==> config.mk <==
export PLATFORM = sky130hd
export DESIGN_NAME = rainbow_cycle_pixel_generator_unit
export DESIGN_NICKNAME = d
export VERILOG_FILES = /design/src/rtl/rcpg_pkg.sv /design/src/rtl/rcpg_step_unit.sv /design/src/rtl/rainbow_cycle_pixel_generator_unit.sv
export SDC_FILE = /design/constraint.sdc
export NUM_CORES = 1
export LEC_CHECK = 0
export BUFFER_PORTS_ARGS = -buffer_cell sky130_fd_sc_hd__buf_4
export CAP_MARGIN = 20
export CORE_UTILIZATION = 40
export CTS_CLUSTER_DIAMETER = 200
export DETAILED_ROUTE_END_ITERATION = 10
export HOLD_SLACK_MARGIN = 0.12
export SYNTH_ARGS = -nofsm -noshare
export SYNTH_HDL_FRONTEND = slang
export SYNTH_HIERARCHICAL = 1
export SYNTH_SLANG_ARGS = --single-unit
==> constraint.sdc <==
create_clock -name clk_i -period 10 [get_ports clk_i]
set_input_delay 1.5 -clock clk_i [delete_from_list [all_inputs] [get_ports clk_i]]
set_output_delay 1.5 -clock clk_i [all_outputs]
set_load 0.02 [all_outputs]
==> src/rtl/rcpg_pkg.sv <==
// Shared types, constants and the color wheel function of the rainbow cycle generator.
// No dependencies; used by rcpg_step_unit and rainbow_cycle_pixel_generator_unit.
`default_nettype none

package rcpg_pkg;

  // Field widths
  localparam int unsigned COUNT_W  = 7;
  localparam int unsigned SPAN_W   = 9;
  localparam int unsigned CYCLES_W = 8;
  localparam int unsigned OFFS_W   = 16;
  localparam int unsigned IDX_W    = 6;
  localparam int unsigned COLOR_W  = 8;
  localparam int unsigned STEP_CNT_W = $clog2(SPAN_W + 1);

  // Register indexes on the configuration port
  localparam logic [1:0] REG_PIXEL_COUNT = 2'd0;
  localparam logic [1:0] REG_HUE_SPAN    = 2'd1;
  localparam logic [1:0] REG_CYCLES      = 2'd2;

  // Register reset values
  localparam logic [COUNT_W-1:0]  PIXEL_COUNT_RST = 7'd64;
  localparam logic [SPAN_W-1:0]   HUE_SPAN_RST    = 9'd256;
  localparam logic [CYCLES_W-1:0] CYCLES_RST      = 8'd5;

  // Color wheel segment bounds
  localparam logic [7:0] WHEEL_SEG1 = 8'd85;
  localparam logic [7:0] WHEEL_SEG2 = 8'd170;
  localparam logic [7:0] WHEEL_FULL = 8'd255;

  // Operations of the shared step unit
  typedef enum logic [1:0] {
    OP_NONE,
    OP_START,
    OP_DIV,
    OP_ACC
  } step_op_e;

  typedef struct packed {
    step_op_e             op;
    logic [COUNT_W-1:0]   divisor;
    logic [SPAN_W-1:0]    span;
  } step_cmd_t;

  typedef struct packed {
    logic [COLOR_W-1:0] red;
    logic [COLOR_W-1:0] green;
    logic [COLOR_W-1:0] blue;
  } rgb_t;

  // Red-green-blue-back-to-red wheel at an 8-bit position
  function automatic rgb_t wheel(input logic [7:0] pos);
    rgb_t       c;
    logic [7:0] w;
    logic [9:0] w3;
    w = WHEEL_FULL - pos;
    c = '0;
    if (w < WHEEL_SEG1) begin
      w3 = 10'(w) * 10'd3;
      c.red  = WHEEL_FULL - w3[7:0];
      c.blue = w3[7:0];
    end else if (w < WHEEL_SEG2) begin
      w3 = 10'(w - WHEEL_SEG1) * 10'd3;
      c.green = w3[7:0];
      c.blue  = WHEEL_FULL - w3[7:0];
    end else begin
      w3 = 10'(w - WHEEL_SEG2) * 10'd3;
      c.red   = w3[7:0];
      c.green = WHEEL_FULL - w3[7:0];
    end
    return c;
  endfunction

endpackage

`default_nettype wire

==> src/rtl/rcpg_step_unit.sv <==
// Shared compare-and-subtract unit: restoring division of hue_span by the pixel count,
// then per-pixel accumulation of the hue spread. Depends on rcpg_pkg.
`default_nettype none

module rcpg_step_unit (
  input  wire logic                              clk_i,
  input  wire logic                              rst_ni,
  input  wire rcpg_pkg::step_cmd_t               cmd_i,
  output logic [rcpg_pkg::COLOR_W-1:0]           spread_o
);

  localparam int unsigned CW = rcpg_pkg::COUNT_W;
  localparam int unsigned SW = rcpg_pkg::SPAN_W;

  logic [SW-1:0] dvd_q, dvd_d;
  logic [CW-1:0] rem_q, rem_d;
  logic [7:0]    quo_q, quo_d;
  logic [7:0]    acc_q, acc_d;
  logic [CW-1:0] acc_rem_q, acc_rem_d;

  logic [CW:0]   trial;
  logic [CW:0]   diff;
  logic          ge;

  // One compare and subtract, shared by division steps and accumulation
  always_comb begin
    if (cmd_i.op == rcpg_pkg::OP_DIV) begin
      trial = {rem_q, dvd_q[SW-1]};
    end else begin
      trial = {1'b0, acc_rem_q} + {1'b0, rem_q};
    end
    ge   = trial >= {1'b0, cmd_i.divisor};
    diff = trial - {1'b0, cmd_i.divisor};
  end

  // Next values per operation
  always_comb begin
    dvd_d     = dvd_q;
    rem_d     = rem_q;
    quo_d     = quo_q;
    acc_d     = acc_q;
    acc_rem_d = acc_rem_q;
    unique case (cmd_i.op)
      rcpg_pkg::OP_START: begin
        dvd_d     = cmd_i.span;
        rem_d     = '0;
        quo_d     = '0;
        acc_d     = '0;
        acc_rem_d = '0;
      end
      rcpg_pkg::OP_DIV: begin
        dvd_d = {dvd_q[SW-2:0], 1'b0};
        rem_d = ge ? diff[CW-1:0] : trial[CW-1:0];
        quo_d = {quo_q[6:0], ge};
      end
      rcpg_pkg::OP_ACC: begin
        acc_rem_d = ge ? diff[CW-1:0] : trial[CW-1:0];
        acc_d     = acc_q + quo_q + {7'd0, ge};
      end
      default: begin
      end
    endcase
  end

  always_ff @(posedge clk_i or negedge rst_ni) begin
    if (!rst_ni) begin
      dvd_q     <= '0;
      rem_q     <= '0;
      quo_q     <= '0;
      acc_q     <= '0;
      acc_rem_q <= '0;
    end else begin
      dvd_q     <= dvd_d;
      rem_q     <= rem_d;
      quo_q     <= quo_d;
      acc_q     <= acc_d;
      acc_rem_q <= acc_rem_d;
    end
  end

  assign spread_o = acc_q;

  // Both remainders stay below the divisor when accumulating
  assert property (@(posedge clk_i) disable iff (!rst_ni)
    cmd_i.op == rcpg_pkg::OP_ACC |-> rem_q < cmd_i.divisor)
    else $error("division remainder not below pixel count");
  assert property (@(posedge clk_i) disable iff (!rst_ni)
    cmd_i.op == rcpg_pkg::OP_ACC |-> acc_rem_q < cmd_i.divisor)
    else $error("accumulated remainder not below pixel count");

endmodule

`default_nettype wire

==> src/rtl/rainbow_cycle_pixel_generator_unit.sv <==
// Rainbow cycle pixel generator: frame request in, one colored pixel word per LED out.
// Channels: s_axis takes one frame request word, tdata[0] = restart.
// m_axis gives one word per pixel: tdata = {2'b0, blue, green, red, pixel_index},
// tlast marks the final pixel of the frame, tuser = running (offset advanced).
// APB port holds pixel_count (0x0), hue_span (0x4) and cycles (0x8); write only when idle.
// A frame first updates the hue offset, then the shared subtractor divides
// hue_span by the pixel count, then one pixel is emitted per cycle while the
// receiver keeps up, for n pixels, n = pixel count (max 64).
// The input is not ready from acceptance until the last pixel is loaded into the
// output register; the next request is taken while that last word still waits.
// A stalled receiver holds the output word and pauses the pixel sequencer.
// A pixel count of zero updates the offset and emits nothing.
// Reset clears the hue offset and loads pixel_count 64, hue_span 256, cycles 5.
// Depends on rcpg_pkg and rcpg_step_unit.
`default_nettype none

module rainbow_cycle_pixel_generator_unit #(
  parameter int unsigned MAX_PIXELS = 64
) (
  input  wire logic        clk_i,
  input  wire logic        rst_ni,
  // Frame requests
  input  wire logic        s_axis_tvalid,
  output logic             s_axis_tready,
  input  wire logic [7:0]  s_axis_tdata,   // [0] restart, [7:1] zero
  // Pixel words
  output logic             m_axis_tvalid,
  input  wire logic        m_axis_tready,
  output logic [31:0]      m_axis_tdata,   // [5:0] pixel_index, [13:6] red, [21:14] green,
                                           // [29:22] blue, [31:30] zero
  output logic             m_axis_tlast,
  output logic             m_axis_tuser,   // [0] running
  // Configuration
  input  wire logic        psel,
  input  wire logic        penable,
  input  wire logic        pwrite,
  input  wire logic [3:0]  paddr,
  input  wire logic [31:0] pwdata,
  output logic [31:0]      prdata,
  output logic             pready
);

  localparam int unsigned CW  = rcpg_pkg::COUNT_W;
  localparam int unsigned SW  = rcpg_pkg::SPAN_W;
  localparam int unsigned YW  = rcpg_pkg::CYCLES_W;
  localparam int unsigned OW  = rcpg_pkg::OFFS_W;
  localparam int unsigned IW  = rcpg_pkg::IDX_W;
  localparam int unsigned KW  = rcpg_pkg::STEP_CNT_W;
  localparam int unsigned LW  = SW + YW;
  localparam logic [CW-1:0] MaxPix   = CW'(MAX_PIXELS);
  localparam logic [KW-1:0] LastStep = KW'(SW - 1);
  localparam logic [OW-1:0] OffsTop  = '1;

  typedef enum logic [1:0] {
    ST_IDLE,
    ST_UPDATE,
    ST_DIV,
    ST_EMIT
  } state_e;

  // Configuration registers
  logic [CW-1:0] pixel_count_q;
  logic [SW-1:0] hue_span_q;
  logic [YW-1:0] cycles_q;
  logic          cfg_wr;

  assign pready = 1'b1;
  assign cfg_wr = psel & penable & pwrite & pready;

  always_ff @(posedge clk_i or negedge rst_ni) begin
    if (!rst_ni) begin
      pixel_count_q <= rcpg_pkg::PIXEL_COUNT_RST;
      hue_span_q    <= rcpg_pkg::HUE_SPAN_RST;
      cycles_q      <= rcpg_pkg::CYCLES_RST;
    end else if (cfg_wr) begin
      unique case (paddr[3:2])
        rcpg_pkg::REG_PIXEL_COUNT: pixel_count_q <= pwdata[CW-1:0];
        rcpg_pkg::REG_HUE_SPAN:    hue_span_q    <= pwdata[SW-1:0];
        rcpg_pkg::REG_CYCLES:      cycles_q      <= pwdata[YW-1:0];
        default: begin
        end
      endcase
    end
  end

  // Read back registers
  always_comb begin
    unique case (paddr[3:2])
      rcpg_pkg::REG_PIXEL_COUNT: prdata = 32'(pixel_count_q);
      rcpg_pkg::REG_HUE_SPAN:    prdata = 32'(hue_span_q);
      rcpg_pkg::REG_CYCLES:      prdata = 32'(cycles_q);
      default:                   prdata = '0;
    endcase
  end

  // Sequencer state
  state_e        state_q;
  logic          restart_q;
  logic [OW-1:0] hue_offset_q;
  logic          running_q;
  logic [IW-1:0] pix_q;
  logic [KW-1:0] step_q;

  // Output register
  logic          out_valid_q;
  logic [IW-1:0] out_idx_q;
  rcpg_pkg::rgb_t out_rgb_q;
  logic          out_last_q;
  logic          out_run_q;

  logic [CW-1:0] n_sat;
  logic [LW-1:0] limit;
  logic          s_fire;
  logic          out_free;
  logic          emit;
  logic          pix_last;
  logic [7:0]    spread;
  logic [7:0]    pos;
  rcpg_pkg::step_cmd_t cmd;

  assign n_sat    = (pixel_count_q > MaxPix) ? MaxPix : pixel_count_q;
  assign limit    = LW'(hue_span_q) * LW'(cycles_q);
  assign s_fire   = s_axis_tvalid & s_axis_tready;
  assign out_free = !out_valid_q || m_axis_tready;
  assign emit     = (state_q == ST_EMIT) && out_free;
  assign pix_last = {1'b0, pix_q} == (n_sat - CW'(1));
  assign pos      = spread + hue_offset_q[7:0];

  assign s_axis_tready = (state_q == ST_IDLE);

  // Drive the shared unit
  always_comb begin
    cmd.divisor = n_sat;
    cmd.span    = hue_span_q;
    unique case (state_q)
      ST_UPDATE: cmd.op = rcpg_pkg::OP_START;
      ST_DIV:    cmd.op = rcpg_pkg::OP_DIV;
      ST_EMIT:   cmd.op = emit ? rcpg_pkg::OP_ACC : rcpg_pkg::OP_NONE;
      default:   cmd.op = rcpg_pkg::OP_NONE;
    endcase
  end

  rcpg_step_unit u_step (
    .clk_i    (clk_i),
    .rst_ni   (rst_ni),
    .cmd_i    (cmd),
    .spread_o (spread)
  );

  // Sequencer and output register
  always_ff @(posedge clk_i or negedge rst_ni) begin
    if (!rst_ni) begin
      state_q      <= ST_IDLE;
      restart_q    <= 1'b0;
      hue_offset_q <= '0;
      running_q    <= 1'b0;
      pix_q        <= '0;
      step_q       <= '0;
      out_valid_q  <= 1'b0;
      out_idx_q    <= '0;
      out_rgb_q    <= '0;
      out_last_q   <= 1'b0;
      out_run_q    <= 1'b0;
    end else begin
      // drop the word once taken, unless a new one replaces it
      if (out_valid_q && m_axis_tready && !emit) begin
        out_valid_q <= 1'b0;
      end
      unique case (state_q)
        ST_IDLE: begin
          if (s_fire) begin
            restart_q <= s_axis_tdata[0];
            state_q   <= ST_UPDATE;
          end
        end
        ST_UPDATE: begin
          // clear, advance or hold the hue offset
          if (restart_q) begin
            hue_offset_q <= '0;
            running_q    <= 1'b0;
          end else if ((LW'(hue_offset_q) < limit) && (hue_offset_q != OffsTop)) begin
            hue_offset_q <= hue_offset_q + OW'(1);
            running_q    <= 1'b1;
          end else begin
            running_q <= 1'b0;
          end
          step_q  <= '0;
          pix_q   <= '0;
          state_q <= (n_sat == '0) ? ST_IDLE : ST_DIV;
        end
        ST_DIV: begin
          step_q <= step_q + KW'(1);
          if (step_q == LastStep) begin
            state_q <= ST_EMIT;
          end
        end
        ST_EMIT: begin
          if (emit) begin
            out_valid_q <= 1'b1;
            out_idx_q   <= pix_q;
            out_rgb_q   <= rcpg_pkg::wheel(pos);
            out_last_q  <= pix_last;
            out_run_q   <= running_q;
            pix_q       <= pix_q + IW'(1);
            if (pix_last) begin
              state_q <= ST_IDLE;
            end
          end
        end
        default: state_q <= ST_IDLE;
      endcase
    end
  end

  assign m_axis_tvalid = out_valid_q;
  assign m_axis_tdata  = {2'b00, out_rgb_q.blue, out_rgb_q.green, out_rgb_q.red, out_idx_q};
  assign m_axis_tlast  = out_last_q;
  assign m_axis_tuser  = out_run_q;

  // The flagged last pixel carries the final index of the frame
  assert property (@(posedge clk_i) disable iff (!rst_ni)
    (out_valid_q && out_last_q) |-> ({1'b0, out_idx_q} == (n_sat - CW'(1))))
    else $error("last pixel flag on a word that is not the final index");
  // A restart request leaves the offset at zero
  assert property (@(posedge clk_i) disable iff (!rst_ni)
    (state_q == ST_UPDATE && restart_q) |=> hue_offset_q == '0)
    else $error("restart did not clear hue offset");
  // Without restart the offset moves by at most one, and running says whether it did
  assert property (@(posedge clk_i) disable iff (!rst_ni)
    (state_q == ST_UPDATE && !restart_q) |=>
      ((hue_offset_q == $past(hue_offset_q)) && !running_q) ||
      ((hue_offset_q == $past(hue_offset_q) + OW'(1)) && running_q))
    else $error("hue offset update out of step");
  // No new request is taken while pixels of a frame remain
  assert property (@(posedge clk_i) disable iff (!rst_ni)
    (state_q == ST_EMIT && !pix_last) |=> !s_axis_tready)
    else $error("request accepted mid-frame");

endmodule

`default_nettype wire
==> results of run 1 <==
[cells in the mapped netlist (15+ instances only)]
cell,instances
nand2_1,151
inv_1,132
dfrtp_1,122
ha_1,119
o21ai_0,83
and2_1,63
nor2_1,58
fa_1,49
clkbuf_1,44
xnor2_1,41
a21oi_1,38
nand3_1,28
buf_4,27
mux2_2,26
mux2i_1,25
xor2_1,21
a21o_1,19
o211ai_1,17
nor3_1,15
[worst max path at each step]
| stage | depth (start not counted) | from | slack [ns] | to |
|---|---|---|---|---|
| after floorplan | 27 | m_axis_tready | 3.28 | u_step/spread_o[6]$_DFFE_PN0P_ |
| after global placement | 24 | m_axis_tready | 2.61 | u_step/spread_o[6]$_DFFE_PN0P_ |
| after detailed placement | 24 | m_axis_tready | 2.58 | u_step/spread_o[6]$_DFFE_PN0P_ |
| after CTS | 24 | m_axis_tready | 2.99 | u_step/spread_o[6]$_DFFE_PN0P_ |
| after global routing | 24 | m_axis_tready | 2.49 | u_step/spread_o[6]$_DFFE_PN0P_ |
| final | 24 | m_axis_tready | 2.95 | u_step/spread_o[6]$_DFFE_PN0P_ |
[metrics by stage]
| stage | util (%) | std cells | instance area (µm²) | hold WS, ns |
|---|---|---|---|---|
| detailed placement | 43.4 | 1690 | 12200 | 0.470 |
| global placement | 43.4 | 1690 | 12200 | 0.460 |
| CTS | 45.6 | 1722 | 12800 | 0.483 |
| finish | 45.7 | 1723 | 12800 | 0.478 |
| global route | 45.7 | 1723 | 12800 | 0.508 |
| floorplan | - | 1322 | 11600 | 0.441 |
[kinds of logic (layout without fill, tap and decap cells)]
| group | after synthesis | after routing | synth area share, % |
|---|---|---|---|
| and+or+nand+nor | 405 | 405 | 17.7 |
| other | 2 | 26 | 0.0652 |
| buffers and inverters | 214 | 237 | 8.09 |
| xor gates and xnor gates | 62 | 62 | 4.71 |
| adders and majority gates | 168 | 168 | 21.4 |
| muxes | 55 | 55 | 5.30 |
| DFF | 126 | 126 | 27.4 |
| AOI/OAI and AO/OA | 266 | 266 | 15.3 |
[final cells by class]
type / count / area [µm²]
repair buffers: 71 / 553
inverters: 134 / 508
well taps: 378 / 473
flip-flops and latches: 126 / 3160
clock inverters: 14 / 183
clock buffers: 18 / 429
multi-input cells: 982 / 7520
fillers: 2754 / 15300
[sequential cells by signal, indices dropped and copies added, names as in the netlist, named ones only]
signal,cells
running_q,1
restart_q,1
m_axis_tdata,24
pixel_count_q,7
u_step/quo_q,8
step_q,4
m_axis_tuser,1
m_axis_tlast,1
u_step/spread_o,8
u_step/rem_q,7
out_idx_q,6
u_step/dvd_q,9
cycles_q,8
state_q,1
hue_offset_q,16
m_axis_tvalid,1
pix_q,6
hue_span_q,9
u_step/acc_rem_q,7
[metal layers]
metal  global-route usage [%]  routed length (µm)  up-vias
li1                         -                   -     4468
met1                     25.8               13000     4409
met2                     31.6               12500      131
met3                     2.23                 626       22
met4                     4.81                 335        0
met5                        0                   0        -
[critical path: stages]
cell and delay, ns:
buf_4 0.07, nand2b_1 0.15, and2_1 0.72, nand2_1 0.10
o21ai_0 0.18, inv_1 0.09, ha_1 0.26, or4b_2 0.67
o211ai_1 0.38, ha_1 0.35, nand4_1 0.09, o21ai_0 0.07
o32ai_1 0.22, and3_1 0.43, inv_6 0.11, fa_1 0.45
inv_1 0.09, fa_1 0.21, nor2b_1 0.06, o21ai_0 0.20
a21boi_0 0.17, o21a_1 0.20, or3_1 0.30, a32o_1 0.26
==> summary.md, run 1 <==
| Metric | Value |
|---|---|
| Cells after Synth | `1298` |
| NumNets Final | `1551` |
| CP Class | `in2reg` |
| Worst slew margin | `between 40% and 50%` |
| Final setup TNS | `0 ns` |
| Final WS setup | `around 2.9 ns` |
| Clock skew | `0.0116 ns` |
| Num Clock Sinks | `126` |
| Synthesized cell area | `11500 µm²` |
| CP arrival | `7.35 ns` |
| Reg2Reg Setup Slack | `3.37 ns` |
| Reg-to-Reg End | `hue_offset_q[7]$_DFFE_PN0P_` |
| Pre-Repair DR Iteration Count | `5` |
| All-Layer GR Usage | `18.9%` |
| Initial Utilization | `41.0%` |
| Area growth syn-to-layout | `11.3%` |
| Initial drt markers | `477` |
| Vias | `roughly 9000` |
| Min-Delay Path Depth | `2` |
| Top cell type's share of synthesized area | `about a quarter` |
| Min-delay src | `u_step/dvd_q[0]$_DFFE_PN0P_` |
| Number of synthesized register bits | `about 130` |
| FF-to-FF Start | `hue_span_q[3]$_DFFE_PN0P_` |
| CP endpoint kind | `flop` |
| Initial antenna violation count | `0` |
| HP Class | `reg2reg` |
| Setup Viol. Count Final | `0` |
| Core Area | `28100 µm²` |
| Seq/Total Area, Yosys | `27.4%` |
| Total of max-cap violations | `0` |
| Avg Synthesized Cell Area | `about 8.9 µm²` |
| Final wirelength | `about 26 mm` |
| Diode count | `0` |
| Worst-path clk slew | `0.06 ns` |
| Pin count of the biggest net entering global routing | `77` |
| Status | `complete, no violations` |
| Reg2reg path depth | `24` |
| Max Clk Rate | `0.142 GHz` |
| Die area | `slightly below 30000 µm²` |
| Critical Path RT | `10.30 ns` |
| Async SR Flop Fraction | `100%` |
| Worst-skew pair later-pin latency | `~0.42 ns` |
| Worst-Margin Slew | `0.875 ns` |
| Startpoint types | `primary input` |
| TritonCTS buffer count | `17` |
| Setup Buffers After CTS | `0` |
| Die W | `172 µm` |
| DP HPWL | `20.0 mm` |
| GR Overflow Total | `0` |
| Cts hold-fix bufs | `0` |
| EDFF count, synth | `0` |
| Post-place setup slack | `between 2 and 3 ns` |
| Final hold vios | `0` |
| Commonest cells after routing, fill and taps aside | `nand2_1 (151), inv_1 (132), dfrtp_1 (122), ha_1 (119), o21ai_0 (83)` |
| Clock Path Buffers | `2` |
| Final RePlAce weighted congestion | `0.849` |
| Io pins | `120` |
| Clock root cell | `clkbuf_16` |
| Hold worst-path end | `u_step/dvd_q[0]$_DFFE_PN0P_` |
| Vias in the first global route | `8772` |
| RSZ-0062 raised after global routing | `false` |
| Cell Rows | `61` |
| WL/cell | `roughly 15 µm` |
| First-pass GRT wire length | `approximately 45 mm` |
| Final Slew Violations | `0` |
| Main flop type after synthesis | `dfrtp_1` |
| Area leader, netlist | `dfrtp_1` |
| Most common cell after layout, fill and taps aside | `nand2_1` |
| Vias per cell | `5.24` |
| Layout cells sized above 1 | `between 10% and 20%` |
| Synthesis warning total | `6` |
| Die H | `172 µm` |
| CTS tree | `yes` |
| Number of port buffers | `slightly above 60` |
| DRC violations left | `0` |
| Tmin final | `7.05 ns` |
| CP Max Fanout | `24` |
| Period Utilization, post-route | `70.5%` |
| Synth area leaders | `dfrtp_1 (26%), ha_1 (13%), fa_1 (8.5%)` |
| Synth cell types | `86` |
| Final ANT Viol Nets | `0` |
| Resize count post-CTS | `0` |
| H-tree Lvls | `4` |
Power of run 1 is left out: the tool's default activity adds up to more than one toggle a clock period on the data nets, which glitch-free logic cannot reach.
==> inputs of run 2 (changes only) <==
clock period = 5.75 ns   (was 10 ns; I/O delays follow)
==> run 2 against run 1 <==
Effect of this change:
- the flow now finishes with violations (negative setup slack)
- highest routed layer unchanged
- non-clock buffer count is 102 higher
- clock skew is 0.0044 ns higher
- critical endpoint is now hue_offset_q[3]$_DFFE_PN0P_
- utilization is 4.2 points higher
- clock-buffer cell count is 1 lower
- sequential cell count stayed put
- routed wire length is 6.7% higher
- largest cell class unchanged
- critical path type is now reg2reg
==> summary.md, run 2 (synthesized netlist as in run 1, its figures left out) <==
| Metric | Value |
|---|---|
| Status | `finished with violations (was complete, no violations)` |
| Failing checks | `negative setup slack` |
| CP Max Fanout | `8 (was 24)` |
| Non-Filler Instances | `1825 (was 1723)` |
| Clock root cell | `clkbuf_16 (unchanged)` |
| RSZ-0062 raised after global routing | `true (was false)` |
| CP endpoint kind | `flop (unchanged)` |
| Clock skew | `0.0160 ns (was 0.0116 ns)` |
| CTS tree | `yes (unchanged)` |
| TritonCTS buffer count | `17 (unchanged)` |
| CP Class | `reg2reg (was in2reg)` |
| Number of port buffers | `61 (unchanged)` |
| All-Layer GR Usage | `19.7% (was 18.9%)` |
| Reg2Reg Setup Slack | `-0.28 ns (was 3.37 ns)` |
| Most common cell after layout, fill and taps aside | `buf_4 (was nand2_1)` |
| Reg2reg path depth | `24 (unchanged)` |
| Final RePlAce weighted congestion | `0.840 (was 0.849)` |
| Die W | `172 µm (unchanged)` |
| Die H | `172 µm (unchanged)` |
| Layout cells sized above 1 | `22.0% (was 11.2%)` |
| Placed Cells | `1774 (was 1690)` |
| Cts hold-fix bufs | `0 (unchanged)` |
| Final wirelength | `28.2 mm (was 26.4 mm)` |
| Pin count of the biggest net entering global routing | `80 (was 77)` |
| Tmin final | `roughly 6 ns` |
| Max reg flops | `24 (unchanged)` |
| Final Slew Violations | `0 (unchanged)` |
| NumNets Final | `1653 (was 1551)` |
| GR Overflow Total | `0 (unchanged)` |
| Setup Viol. Count Final | `17 (was 0)` |
| Register Area | `3170 µm² (was 3160 µm²)` |
| Final WS setup | `-0.279 ns (was 2.95 ns)` |
| Total of max-cap violations | `0 (unchanged)` |
| Pre-Repair DR Iteration Count | `5 (unchanged)` |
| # fillers | `2733 (was 2754)` |
| Vias in the first global route | `8992 (was 8772)` |
| DRC violations left | `0 (unchanged)` |
| Initial Utilization | `41.0% (unchanged)` |
| Hold Slack | `0.482 ns (was 0.478 ns)` |
| Clock Path Buffers | `2 (unchanged)` |
| Min-Delay Path Depth | `2 (unchanged)` |
| Vias | `9385 (was 9030)` |
| WL/cell | `15.4 µm (was 15.3 µm)` |
| Area occupied by multi-input gates | `7840 µm² (was 7520 µm²)` |
| Final hold vios | `0 (unchanged)` |
| Core Area | `28100 µm² (unchanged)` |
| Period Utilization, post-route | `105%` |
| Diode count | `0 (unchanged)` |
| DP HPWL | `21.0 mm (was 20.0 mm)` |
| CP bufs+invs | `5 (was 4)` |
| Final setup TNS | `-3.17 ns (was 0 ns)` |
| H-tree Lvls | `4 (unchanged)` |
| CP delay by family, top | `adder cells (was simple AND/OR/NAND/NOR gates)` |
| Vias per cell | `5.14 (was 5.24)` |
| Startpoint types | `flop (was primary input)` |
| Worst path depth | `24 (unchanged)` |
| Final ANT Viol Nets | `0 (unchanged)` |
| Biggest cell delay along the critical path | `0.56 ns (was 0.72 ns)` |
| First-pass GRT wire length | `46.1 mm (was 44.6 mm)` |
| Area growth syn-to-layout | `21.7% (was 11.3%)` |
| Critical path origin | `cycles_q[4]$_DFFE_PN0P_ (was m_axis_tready)` |
| Initial antenna violation count | `0 (unchanged)` |
| Max Clk Rate | `between 0.15 and 0.2 GHz` |
| Die area | `29500 µm² (unchanged)` |
| Commonest cells after routing, fill and taps aside | `buf_4 (161), nand2_1 (150), inv_1 (125), dfrtp_1 (115), ha_1 (108) (was nand2_1 (151), inv_1 (132), dfrtp_1 (122), ha_1 (119), o21ai_0 (83))` |
| Io pins | `120 (unchanged)` |
| CP arrival | `6.33 ns (was 7.35 ns)` |
| Min-delay src | `u_step/dvd_q[1]$_DFFE_PN0P_ (was u_step/dvd_q[0]$_DFFE_PN0P_)` |
| Initial drt markers | `523 (was 477)` |
| Post-place setup slack | `-0.467 ns (was 2.58 ns)` |
| Cell breakdown of the critical path | `buf_4 -> and2_1 -> fa_1 -> fa_1 -> fa_1 -> inv_1 -> fa_1 -> inv_1 -> ha_1 -> o21a_1 -> nor3_2 -> o31ai_2 -> nor2_1 -> xor2_1 -> ha_1 -> buf_4 -> and3_4 -> nand3_2 -> o311ai_4 -> o22ai_4 -> o21ai_4 -> buf_4 -> nor4_2 -> a311o_1 (was buf_4 -> nand2b_1 -> and2_1 -> nand2_1 -> o21ai_0 -> inv_1 -> ha_1 -> or4b_2 -> o211ai_1 -> ha_1 -> nand4_1 -> o21ai_0 -> o32ai_1 -> and3_1 -> inv_6 -> fa_1 -> inv_1 -> fa_1 -> nor2b_1 -> o21ai_0 -> a21boi_0 -> o21a_1 -> or3_1 -> a32o_1)` |
| Worst-Margin Slew | `0.828 ns (was 0.875 ns)` |
| Most used cell, CP | `fa_1 (was o21ai_0)` |
| HP Class | `reg2reg (unchanged)` |
| Worst slew margin | `44.6% (was 41.6%)` |
| Worst-skew pair later-pin latency | `0.42 ns (about the same)` |
| Num Clock Sinks | `126 (unchanged)` |
| CP max-delay cell | `fa_1 (was and2_1)` |
| Critical Path RT | `6.05 ns (was 10.30 ns)` |
| Cell Rows | `61 (unchanged)` |
| Worst-path clk slew | `0.06 ns (about the same)` |
| FF-to-FF Start | `cycles_q[4]$_DFFE_PN0P_ (was hue_span_q[3]$_DFFE_PN0P_)` |
-- run 2: layer usage --
| metal | GRT usage (%) | routed length, µm |
|---|---|---|
| met1 | 29.3 | 14300 |
| met2 | 30.1 | 12600 |
| met3 | 2.90 | 1050 |
| met4 | 3.80 | 215 |
| met5 | 0 | 0 |
-- run 2: what timing repair did --
action	4_1_cts	5_1_grt
setup endpoints to repair	17	18
endpoints found under the hold margin	0	0
cloned	0	1
pin swaps	25	25
setup buffers	12	6
gates resized for setup	42	35
-- run 2: final timing paths --
check | to
max | hue_offset_q[3]$_DFFE_PN0P_
min | u_step/dvd_q[1]$_DFFE_PN0P_
max reg2reg | hue_offset_q[3]$_DFFE_PN0P_
min reg2reg | u_step/dvd_q[1]$_DFFE_PN0P_
max in group asynchronous | hue_span_q[4]$_DFFE_PN0P_
min in group asynchronous | step_q[2]$_DFFE_PN0P_
-- run 2: worst register-to-register path: stages, from the launching register on --
cell and delay [ns]:
dfrtp_2 0.43, buf_4 0.15, and2_1 0.16, fa_1 0.56
fa_1 0.46, fa_1 0.55, inv_1 0.05, fa_1 0.52
inv_1 0.04, ha_1 0.29, o21a_1 0.15, nor3_2 0.05
o31ai_2 0.21, nor2_1 0.10, xor2_1 0.17, ha_1 0.37
buf_4 0.14, and3_4 0.17, nand3_2 0.09, o311ai_4 0.31
o22ai_4 0.12, o21ai_4 0.29, buf_4 0.17, nor4_2 0.04
a311o_1 0.33
-- run 2: through the flow --
step / util, % / area, µm²
after floorplan: - / 11700
after global placement: 45.9 / 12900
after detailed placement: 45.9 / 12900
after CTS: 49.2 / 13800
after global routing: 49.9 / 14000
final: 49.9 / 14000
-- run 2: cell type report --
type / instances / share of cell area [%]
multi-input cells: 982 / 55.9
clock inverters: 15 / 1.84
clock buffers: 17 / 3.03
repair buffers: 173 / 9.60
inverters: 134 / 3.62
well taps: 378 / 3.37
flip-flops and latches: 126 / 22.6
Power of run 2 is left out for the same reason.
==> inputs of run 3 (changes only) <==
CORE_ASPECT_RATIO = 1.5   (was not set)
==> run 3 against run 2 <==
Effect of this change:
- cell count is 2.4% lower
- critical path type unchanged
- global-route usage rose by 0.84 points
- highest routed layer unchanged
- largest cell class unchanged
- sequential cell count unchanged
- the flow still finishes with violations (negative setup slack)
- clock skew shrank 0.0064 ns
- non-clock buffer count shrank 11
- utilization shrank 1.1 points
==> summary.md, run 3 (synthesized netlist as in run 1, its figures left out) <==
| Metric | Value |
|---|---|
| DRC violations left | `0 (unchanged)` |
| Final hold vios | `0 (unchanged)` |
| Area growth syn-to-layout | `19.4% (was 21.7%)` |
| CP arrival | `6.34 ns (was 6.33 ns)` |
| HP Class | `in2async (was reg2reg)` |
| Register Area | `3170 µm² (about the same)` |
| Initial antenna violation count | `0 (unchanged)` |
| DP HPWL | `22.4 mm (was 21.0 mm)` |
| Worst-skew pair later-pin latency | `0.42 ns (about the same)` |
| Final ANT Viol Nets | `0 (unchanged)` |
| Most common cell after layout, fill and taps aside | `buf_4 (unchanged)` |
| Tmin final | `6.03 ns (about the same)` |
| GR Overflow Total | `0 (unchanged)` |
| TritonCTS buffer count | `17 (unchanged)` |
| Pin count of the biggest net entering global routing | `65 (was 80)` |
| Post-route cell area | `13800 µm² (was 14000 µm²)` |
| First-pass GRT wire length | `47.9 mm (was 46.1 mm)` |
| WL/cell | `16.3 µm (was 15.4 µm)` |
| Critical Path RT | `6.06 ns (was 6.05 ns)` |
| Final WS setup | `-0.280 ns (was -0.279 ns)` |
| Pre-Repair DR Iteration Count | `4 (was 5)` |
| CTS tree | `yes (unchanged)` |
| Max Clk Rate | `0.166 GHz (about the same)` |
| CP Max Fanout | `7 (was 8)` |
| Number of port buffers | `61 (unchanged)` |
| Reg-to-Reg End | `hue_offset_q[15]$_DFFE_PN0P_ (was hue_offset_q[3]$_DFFE_PN0P_)` |
| Vias | `9468 (was 9385)` |
| Final wirelength | `29.0 mm (was 28.2 mm)` |
| Die area | `29500 µm² (about the same)` |
| Setup crit end | `hue_offset_q[15]$_DFFE_PN0P_ (was hue_offset_q[3]$_DFFE_PN0P_)` |
| Max reg flops | `24 (unchanged)` |
| Layout cells sized above 1 | `20.7% (was 22.0%)` |
| H-tree Lvls | `4 (unchanged)` |
| Diode count | `0 (unchanged)` |
| Io pins | `120 (unchanged)` |
| CP endpoint kind | `flop (unchanged)` |
| Hold Slack | `0.415 ns (was 0.482 ns)` |
| Vias per cell | `5.31 (was 5.14)` |
| Worst-path clk slew | `0.06 ns (about the same)` |
| RSZ-0062 raised after global routing | `true (unchanged)` |
| Die H | `210 µm (was 172 µm)` |
| Initial drt markers | `423 (was 523)` |
| All-Layer GR Usage | `20.5% (was 19.7%)` |
| Period Utilization, post-route | `105% (about the same)` |
| Final Slew Violations | `0 (unchanged)` |
| Setup Viol. Count Final | `17 (unchanged)` |
| Num Clock Sinks | `126 (unchanged)` |
| Area occupied by multi-input gates | `7770 µm² (was 7840 µm²)` |
| # fillers | `2694 (was 2733)` |
| DP Area | `12800 µm² (was 12900 µm²)` |
| Initial Utilization | `40.9% (was 41.0%)` |
| Die W | `141 µm (was 172 µm)` |
| Cell Rows | `75 (was 61)` |
| CP Class | `reg2reg (unchanged)` |
| Worst-Margin Slew | `0.827 ns (was 0.828 ns)` |
| Startpoint types | `flop (unchanged)` |
| NumNets Final | `1642 (was 1653)` |
| FF-to-FF Start | `cycles_q[2]$_DFFE_PN1P_ (was cycles_q[4]$_DFFE_PN0P_)` |
| Final setup TNS | `-2.35 ns (was -3.17 ns)` |
| Placed Cells | `1736 (was 1774)` |
| Total of max-cap violations | `0 (unchanged)` |
| Clock skew | `0.00960 ns (was 0.0160 ns)` |
| Final RePlAce weighted congestion | `0.887 (was 0.840)` |
| Reg2Reg Setup Slack | `-0.28 ns (about the same)` |
| Critical path origin | `cycles_q[2]$_DFFE_PN1P_ (was cycles_q[4]$_DFFE_PN0P_)` |
| Worst slew margin | `44.9% (was 44.6%)` |
| Cts hold-fix bufs | `0 (unchanged)` |
| Vias in the first global route | `9693 (was 8992)` |
| Clock Path Buffers | `2 (unchanged)` |
| Reg2reg path depth | `26 (was 24)` |
| Failing checks | `negative setup slack (unchanged)` |
| Clock root cell | `clkbuf_16 (unchanged)` |
| Non-Filler Instances | `1782 (was 1825)` |
| Commonest cells after routing, fill and taps aside | `buf_4 (153), nand2_1 (150), inv_1 (125), dfrtp_1 (112), ha_1 (111) (was buf_4 (161), nand2_1 (150), inv_1 (125), dfrtp_1 (115), ha_1 (108))` |
| Core Area | `28200 µm² (was 28100 µm²)` |
| Status | `finished with violations (unchanged)` |
## run 3: changes by cell type in the layout (fill, tap and decap cells not counted), moves of 3 or more
cell	before	now
buf_4	161	153
clkinvlp_4	0	3
dfrtp_1	115	112
dfrtp_2	7	10
ha_1	108	111
ha_2	4	1
## run 3: what timing repair did
| action | CTS | global route |
|---|---|---|
| cloned | 0 | 1 |
| pin swaps | 11 | 30 |
| endpoints found under the setup margin | 17 | 18 |
| setup buffers | 4 | 8 |
| resized for setup | 23 | 40 |
## run 3: worst min-delay path by stage
stage	slack (ns)	cells after the start	endpoint
after floorplan	0.44	2	m_axis_tuser$_DFFE_PN0P_
after global placement	0.46	2	m_axis_tdata[26]$_DFFE_PN0P_
after detailed placement	0.47	2	m_axis_tdata[15]$_DFFE_PN0P_
after CTS	0.45	1	hue_offset_q[11]$_DFFE_PN0P_
after global routing	0.46	1	u_step/quo_q[3]$_DFFE_PN0P_
final	0.41	1	u_step/quo_q[3]$_DFFE_PN0P_
## run 3: per-layer routing
layer / wire length [µm] / vias to the layer above / global-route usage (%)
li1: - / 4640 / -
met5: 0 / - / 0
met3: 547 / 53 / 2.72
met1: 11800 / 4634 / 22.6
met2: 15700 / 141 / 39.1
met4: 979 / 0 / 8.43
## run 3: stage by stage
step                utilization, %  setup slack, ns
global placement              45.5           -0.344
finish                        48.9           -0.280
floorplan                        -         -0.00185
detailed placement            45.5           -0.480
global route                  48.9           -0.512
CTS                           48.0           -0.351
## run 3: area by class of cell
cell class              instances  area share, %
multi-input cells             982           56.5
flip-flops and latches        126           23.1
repair buffers                162           9.09
inverters                     134           3.69
clock buffers                  19           3.15
well taps                     346           3.15
clock inverters                13           1.36
## run 3: worst max-delay path: stages (launching register included)
cell and delay [ns]:
dfstp_2 0.63, and2_4 0.19, ha_4 0.12, inv_2 0.03, fa_1 0.52, inv_1 0.04, ha_1 0.27, inv_2 0.04
fa_1 0.54, inv_2 0.06, fa_2 0.39, a21o_1 0.20, a21oi_4 0.17, nor2b_4 0.05, o21a_1 0.19, nor3_2 0.17
o31ai_2 0.10, nor2_1 0.12, xor2_1 0.20, ha_1 0.30, a2111oi_4 0.32, o311ai_2 0.17, o22ai_2 0.22, o21ai_2 0.11
buf_6 0.14, o311a_1 0.33, a221o_1 0.27
Power of run 3 is left out for the same reason.
